**src/hw/rtl/spta_pkg.sv**
```systemverilog
package spta_pkg;

  localparam int TABLE_DEPTH = 16;
  localparam int IDX_W       = (TABLE_DEPTH > 1) ? $clog2(TABLE_DEPTH) : 1;
  localparam int CNT_W       = $clog2(TABLE_DEPTH + 1);

  typedef enum logic [0:0] {
    ST_COLLECT,
    ST_DRAIN
  } state_t;

  // Commands from the controller to the datapath.
  typedef struct packed {
    logic absorb;      // merge or append the presented term
    logic drain_step;  // the current table entry was transferred
  } cmd_t;

  // Status from the datapath to the controller.
  typedef struct packed {
    logic drain_done;  // the entry being shown is the final one of the run
  } status_t;

endpackage

```
**src/hw/rtl/spta_ctrl.sv**
```systemverilog
module spta_ctrl (
  input  logic             clk,
  input  logic             rst,
  input  logic             term_valid,
  input  logic             last_term,
  input  logic             entry_ready,
  input  spta_pkg::status_t status,
  output logic             term_ready,
  output logic             entry_valid,
  output spta_pkg::cmd_t   cmd
);
  import spta_pkg::*;

  state_t state;
  state_t state_next;

  always_ff @(posedge clk) begin
    if (rst) begin
      state <= ST_COLLECT;
    end else begin
      state <= state_next;
    end
  end

  always_comb begin
    state_next = state;
    unique case (state)
      ST_COLLECT: begin
        if (term_valid && last_term) begin
          state_next = ST_DRAIN;
        end
      end
      ST_DRAIN: begin
        if (entry_ready && status.drain_done) begin
          state_next = ST_COLLECT;
        end
      end
      default: state_next = ST_COLLECT;
    endcase
  end

  always_comb begin
    term_ready      = 1'b0;
    entry_valid     = 1'b0;
    cmd.absorb      = 1'b0;
    cmd.drain_step  = 1'b0;
    unique case (state)
      ST_COLLECT: begin
        term_ready = 1'b1;
        cmd.absorb = term_valid;
      end
      ST_DRAIN: begin
        entry_valid    = 1'b1;
        cmd.drain_step = entry_ready;
      end
      default: begin
        term_ready = 1'b0;
      end
    endcase
  end

endmodule

```
**src/hw/rtl/spta_dp.sv**
```systemverilog
module spta_dp (
  input  logic                  clk,
  input  logic                  rst,
  input  spta_pkg::cmd_t        cmd,
  input  logic signed [31:0]    coefficient,
  input  logic signed [15:0]    exponent,
  output spta_pkg::status_t     status,
  output logic signed [31:0]    sum_coefficient,
  output logic signed [15:0]    sum_exponent,
  output logic                  last_entry,
  output logic                  overflowed
);
  import spta_pkg::*;

  logic signed [15:0] exp_store  [TABLE_DEPTH];
  logic signed [31:0] coef_store [TABLE_DEPTH];
  logic [CNT_W-1:0]   entry_count;
  logic               overflow_seen;
  logic [IDX_W-1:0]   drain_idx;

  logic [TABLE_DEPTH-1:0] match_vec;
  logic                   any_match;
  logic                   full;
  logic                   drain_done;

  // Every occupied entry compares its exponent against the term at once.
  always_comb begin
    for (int k = 0; k < TABLE_DEPTH; k++) begin
      match_vec[k] = (CNT_W'(k) < entry_count) && (exp_store[k] == exponent);
    end
  end

  assign any_match  = |match_vec;
  assign full       = (entry_count == CNT_W'(TABLE_DEPTH));
  assign drain_done = ((CNT_W'(drain_idx) + CNT_W'(1)) == entry_count);

  always_ff @(posedge clk) begin
    for (int k = 0; k < TABLE_DEPTH; k++) begin
      if (cmd.absorb) begin
        if (match_vec[k]) begin
          coef_store[k] <= coef_store[k] + coefficient;
        end else if (!any_match && !full && (entry_count == CNT_W'(k))) begin
          exp_store[k]  <= exponent;
          coef_store[k] <= coefficient;
        end
      end
    end
  end

  always_ff @(posedge clk) begin
    if (rst) begin
      entry_count   <= '0;
      overflow_seen <= 1'b0;
      drain_idx     <= '0;
    end else begin
      if (cmd.absorb && !any_match) begin
        if (full) begin
          overflow_seen <= 1'b1;
        end else begin
          entry_count <= entry_count + CNT_W'(1);
        end
      end
      if (cmd.drain_step) begin
        if (drain_done) begin
          entry_count   <= '0;
          overflow_seen <= 1'b0;
          drain_idx     <= '0;
        end else begin
          drain_idx <= drain_idx + IDX_W'(1);
        end
      end
    end
  end

  assign status.drain_done = drain_done;
  assign sum_coefficient   = coef_store[drain_idx];
  assign sum_exponent      = exp_store[drain_idx];
  assign last_entry        = drain_done;
  assign overflowed        = overflow_seen;

endmodule

```
**src/hw/rtl/sparse_polynomial_term_accumulator.sv**
```systemverilog
// Sparse polynomial term accumulator. Terms (coefficient, exponent) are
// taken one per cycle while the block collects: every stored exponent is
// compared with the incoming one in the same cycle, so a matching term adds
// its coefficient into that entry (32-bit wrap) and a new exponent is
// appended in order of first appearance. With the table full, a new exponent
// is dropped and the sticky overflow flag is set; matches still merge. The
// transfer of a term with last_term high is merged first, and from the next
// cycle on the block shows the table as a run of entries, one per cycle
// while entry_ready is high, with last_entry on the final one and overflowed
// the same on all of them. A run holds between one and sixteen entries, and
// no term is taken until the final entry has been transferred. After the
// run the table and the flag are empty again. Zero sums are kept as entries.
module sparse_polynomial_term_accumulator (
  input  logic               clk,
  input  logic               rst,
  input  logic               term_valid,
  output logic               term_ready,
  input  logic signed [31:0] coefficient,
  input  logic signed [15:0] exponent,
  input  logic               last_term,
  output logic               entry_valid,
  input  logic               entry_ready,
  output logic signed [31:0] sum_coefficient,
  output logic signed [15:0] sum_exponent,
  output logic               last_entry,
  output logic               overflowed
);
  import spta_pkg::*;

  cmd_t    cmd;
  status_t status;

  // The controller decides when terms are taken and when entries are shown.
  spta_ctrl u_ctrl (
    .clk         (clk),
    .rst         (rst),
    .term_valid  (term_valid),
    .last_term   (last_term),
    .entry_ready (entry_ready),
    .status      (status),
    .term_ready  (term_ready),
    .entry_valid (entry_valid),
    .cmd         (cmd)
  );

  // The datapath holds the table, the parallel compare and the drain pointer.
  spta_dp u_dp (
    .clk             (clk),
    .rst             (rst),
    .cmd             (cmd),
    .coefficient     (coefficient),
    .exponent        (exponent),
    .status          (status),
    .sum_coefficient (sum_coefficient),
    .sum_exponent    (sum_exponent),
    .last_entry      (last_entry),
    .overflowed      (overflowed)
  );

endmodule

```
**config.mk**
```make
export PLATFORM = sky130hd
export DESIGN_NAME = sparse_polynomial_term_accumulator
export DESIGN_NICKNAME = d
export VERILOG_FILES = /design/src/hw/rtl/spta_pkg.sv /design/src/hw/rtl/spta_ctrl.sv /design/src/hw/rtl/spta_dp.sv /design/src/hw/rtl/sparse_polynomial_term_accumulator.sv
export SDC_FILE = /design/constraint.sdc
export NUM_CORES = 2
export LEC_CHECK = 0
export BUFFER_PORTS_ARGS = -buffer_cell sky130_fd_sc_hd__buf_2
export CAP_MARGIN = 15
export CORE_UTILIZATION = 50
export CTS_BUF_LIST = sky130_fd_sc_hd__clkbuf_8
export DETAILED_ROUTE_END_ITERATION = 12
export GPL_TIMING_DRIVEN = 0
export HOLD_SLACK_MARGIN = 0.08
export PLACE_DENSITY = 0.66
export SYNTH_ARGS = -nofsm -noshare
export SYNTH_HDL_FRONTEND = slang
export SYNTH_SLANG_ARGS = --single-unit
```
**constraint.sdc**
```tcl
create_clock -name clk -period 5.85 [get_ports clk]
set_clock_uncertainty 0.2 [all_clocks]
set_input_delay 0.8775 -clock clk [delete_from_list [all_inputs] [get_ports clk]]
set_output_delay 0.8775 -clock clk [all_outputs]
set_load 0.02 [all_outputs]
```
==> impl_metrics.py <==
metrics = {
    "setup_path": {
        "arrival_ns": 6.22,
        "r2r-start": "u_dp.entry_count[1]",
        "crit_chain": "buf_2, buf_2, buf_2, xor2_1, nor4_1, nand4_1, nand4_1, a211oi_2, and3_1, buf_2, nand2_1, nor3b_1, and2_1, buf_2, buf_4, buf_4, o21bai_4, buf_12",
        "crit_path_max_incr_delay_ns": 0.50,
        "crit_fanout": 26,
        "cp_slowest_cell": "buf_2",
        "cpMostUsedCell": "buf_2",
        "start_kind": "primary input",
        "critPathKind": "in -> reg",
        "crit_path_end_kind": "flop",
        "startpoint": "exponent[0]",
        "required_ns": 6.17,
    },
    "synthesis": {
        "synthArstFlopShare_pct": 0,
        "netlist-cell-type-count": 87,
        "ys_warn_count": 0,
        "ys_seq_area_share_pct": 38.4,
        "avgSynthCellArea_sq_um": 10.4,
        "syn-cell-area_sq_um": 60800,
        "ys_ff_latch": 783,
        "synthFlopType": "edfxtp_1",
        "netlist_instances": 5831,
        "syn_nets": 6400,
        "synth_edf_count": 768,
    },
    "floorplan": {
        "die_y_um": 351,
        "coreArea_sq_um": 120000,
        "die-area_sq_um": 123000,
        "rows": 127,
        "pin_count": 105,
        "die_width_um": 351,
        "initial_utilization_pct": 50.6,
    },
    "detailed_routing": {
        "ant_nets": 0,
        "drcViolationCount": 0,
        "dr.pass1.iters": 6,
        "routed_via_density": 6.36,
        "num_vias": 49900,
        "wire_per_inst_um": 25.9,
        "routed_wl_um": 203000,
        "drt_iter0_drc": 5171,
    },
    "sta": {
        "period_share_pct": 101,
        "period_minus_slack_ns": 5.90,
        "worst_slack_ns": -0.0515,
        "max_slew.worst_pin.slew_ns": 1.41,
        "setup_violations": 115,
        "hold_viol": 0,
        "slew_headroom_pct": 5.72,
        "worst_hold_slack_ns": 0.215,
        "fmax_mhz": 169,
        "rsz0062_at_grt": "false",
        "drv_slew": 0,
    },
    "flow_run": {
        "timing.max_cap.violations": 0,
    },
    "cts": {
        "clk_latency_ns": 0.85,
        "cts_made_buffers": 147,
        "h-tree-depth": 4,
        "cts_setup_buffers": 0,
        "clock_path_buffers": 3,
        "cts_root_buffer": "clkbuf_8",
        "tritoncts": "yes",
        "cts.sinks": 783,
        "clk_pin_slew_worst_paths_ns": 0.06,
    },
    "power": {
        "p_leak_nw": 24.8,
        "power_density_nw_per_um2": 225,
        "vdd_drop_max_mv": 0.212,
    },
    "status": {
        "status": "finished, violations left",
        "violations": "negative setup slack",
    },
    "global_routing": {
        "grt_max_degree": 33,
        "grt_pass1_vias": 48000,
        "antenna_found_initial": 11,
        "grt_remaining_overflow": 0,
        "grt_usage_pct": 32.5,
        "grt_pass1_wl_um": 295000,
    },
    "final_layout": {
        "nFillCells": 10400,
        "layout-drive-gt1-share_pct": 11.3,
        "num-nets-final": 6678,
        "area_growth_pct": 9.76,
    },
    "place": {
        "portBuffers": 103,
        "hpwl_um": 163000,
        "globalplace.congestion": 1.01,
        "place_ws_ns": -1.08,
    },
    "hold_path": {
        "min_from": "entry_ready",
        "hp-class": "in -> reg",
    },
}
area by class of cell:
type | count | area [sq um] | area share, %
multi-input combinational | 4660 | 36100 | 54.1
sequential | 783 | 23400 | 35.0
clock buffer | 155 | 2130 | 3.19
tap | 1612 | 2020 | 3.02
buffer | 251 | 1090 | 1.63
timing repair buffer | 131 | 998 | 1.50
clock inverter | 109 | 556 | 0.832
inverter | 135 | 507 | 0.759
antenna | 7 | 17.5 | 0.0262
worst paths after layout:
path / cells past startpoint / slack [ns] / endpoint
max: 18 / -0.05 / u_dp.coef_store[9][8]
min: 3 / 0.22 / flop
max reg2reg: 15 / 0.15 / u_dp.coef_store[11][11]
min reg2reg: 2 / 0.32 / flop
metal layers:
layer,up-vias,GRT usage (%),share of wire [%]
met3,295,8.85,12
met2,2430,48.0,42
met4,2,11.4,3.4
met5,-,0,0.0064
li1,22700,-,-
met1,24500,45.6,43
worst max-delay path: cells and delay by family:
family / cells / cell delay [ns]
buffers and inverters: 8 / 2.66
and+or+nand+nor: 7 / 1.63
AOI/OAI and AO/OA: 2 / 0.75
xor gates and xnor gates: 1 / 0.19
through the flow:
step                cell area [sq um]  setup TNS (ns)  power, mW  instances  util [%]
finish                          66800           -3.85       15.0       7843      55.5
global route                    66800               0       15.6       7840      55.5
CTS                             66700               0       15.0       7837      55.5
detailed placement              64000         -521.05       9.88       7571      53.2
global placement                63400        -1401.05       9.81       7546      52.7
floorplan                       60800               0       8.85       5831         -
synthesized netlist by cell type (all sizes together) (10+ instances only):
master	number	area, sq um
and4	20	175
and3	43	269
a21o	217	1630
or2	10	62.6
o211ai	21	158
nand2b	92	576
nor4	43	282
nand3	100	500
a31o	10	87.6
a41oi	13	114
o21a	71	533
a211o	23	201
edfxtp	768	23100
or3	22	138
buf	99	478
o21bai	67	503
o21ai	570	2860
xnor2	303	2650
xor2	401	3510
a211oi	42	325
a21boi	18	135
nand4	56	350
fa	16	320
or4	12	90.1
nand2	625	2350
o31a	12	105
nor3	76	380
dfxtp	15	300
a31oi	42	263
mux4	240	5410
mux2i	12	120
nor2b	63	402
o31ai	68	515
inv	135	507
a21oi	441	2220
clkbuf	154	578
mux2	32	360
ha	500	6260
nor2	252	946
and2	21	131
kinds of logic after synthesis:
kind of cell	after synthesis	synth area share, %
compound gates	1711	17.3
buf+inv	388	2.57
simple gates	1445	11.1
mux	284	9.67
xor+xnor	704	10.1
fa+ha+maj	516	10.8
flops	783	38.4
layout by cell type, fill, tap and decap left out, drive strengths merged, types with 12 or more instances in the layout:
cell | Yosys | layout
edfxtp | 768 | 768
nand2 | 625 | 625
o21ai | 570 | 570
ha | 500 | 500
a21oi | 441 | 441
xor2 | 401 | 401
clkbuf | 154 | 314
xnor2 | 303 | 303
nor2 | 252 | 252
mux4 | 240 | 240
buf | 99 | 221
a21o | 217 | 217
inv | 135 | 192
nand3 | 100 | 100
nand2b | 92 | 92
nor3 | 76 | 76
o21a | 71 | 71
o31ai | 68 | 68
o21bai | 67 | 67
nor2b | 63 | 63
nand4 | 56 | 56
clkinv | 0 | 44
and3 | 43 | 43
nor4 | 43 | 43
a31oi | 42 | 42
a211oi | 42 | 42
mux2 | 32 | 32
a211o | 23 | 23
or3 | 22 | 22
and2 | 21 | 21
o211ai | 21 | 21
and4 | 20 | 20
a21boi | 18 | 18
fa | 16 | 16
dfxtp | 15 | 15
a41oi | 13 | 13
or4 | 12 | 12
mux2i | 12 | 12
o31a | 12 | 12
repair_timing:
item | CTS | global route
hold endpoints to repair | 1 | 0
hold buffers | 2 | 0
endpoints found under the setup margin | 60 | 330
resized for setup | 2 | 11
sequential cells by signal, indices dropped and copies added (netlist names), named ones only:
| signal | count |
|---|---|
| u_ctrl.state | 1 |
| u_dp.coef_store | 512 |
| u_dp.drain_idx | 4 |
| u_dp.entry_count | 5 |
| u_dp.exp_store | 256 |
| u_dp.overflowed | 1 |
power by group:
group	internal, mW	switching (mW)
clock network	2.58	2.56
logic	1.32	2.11
registers	6.38	0.0722
Power figures use the tool's default switching activity.
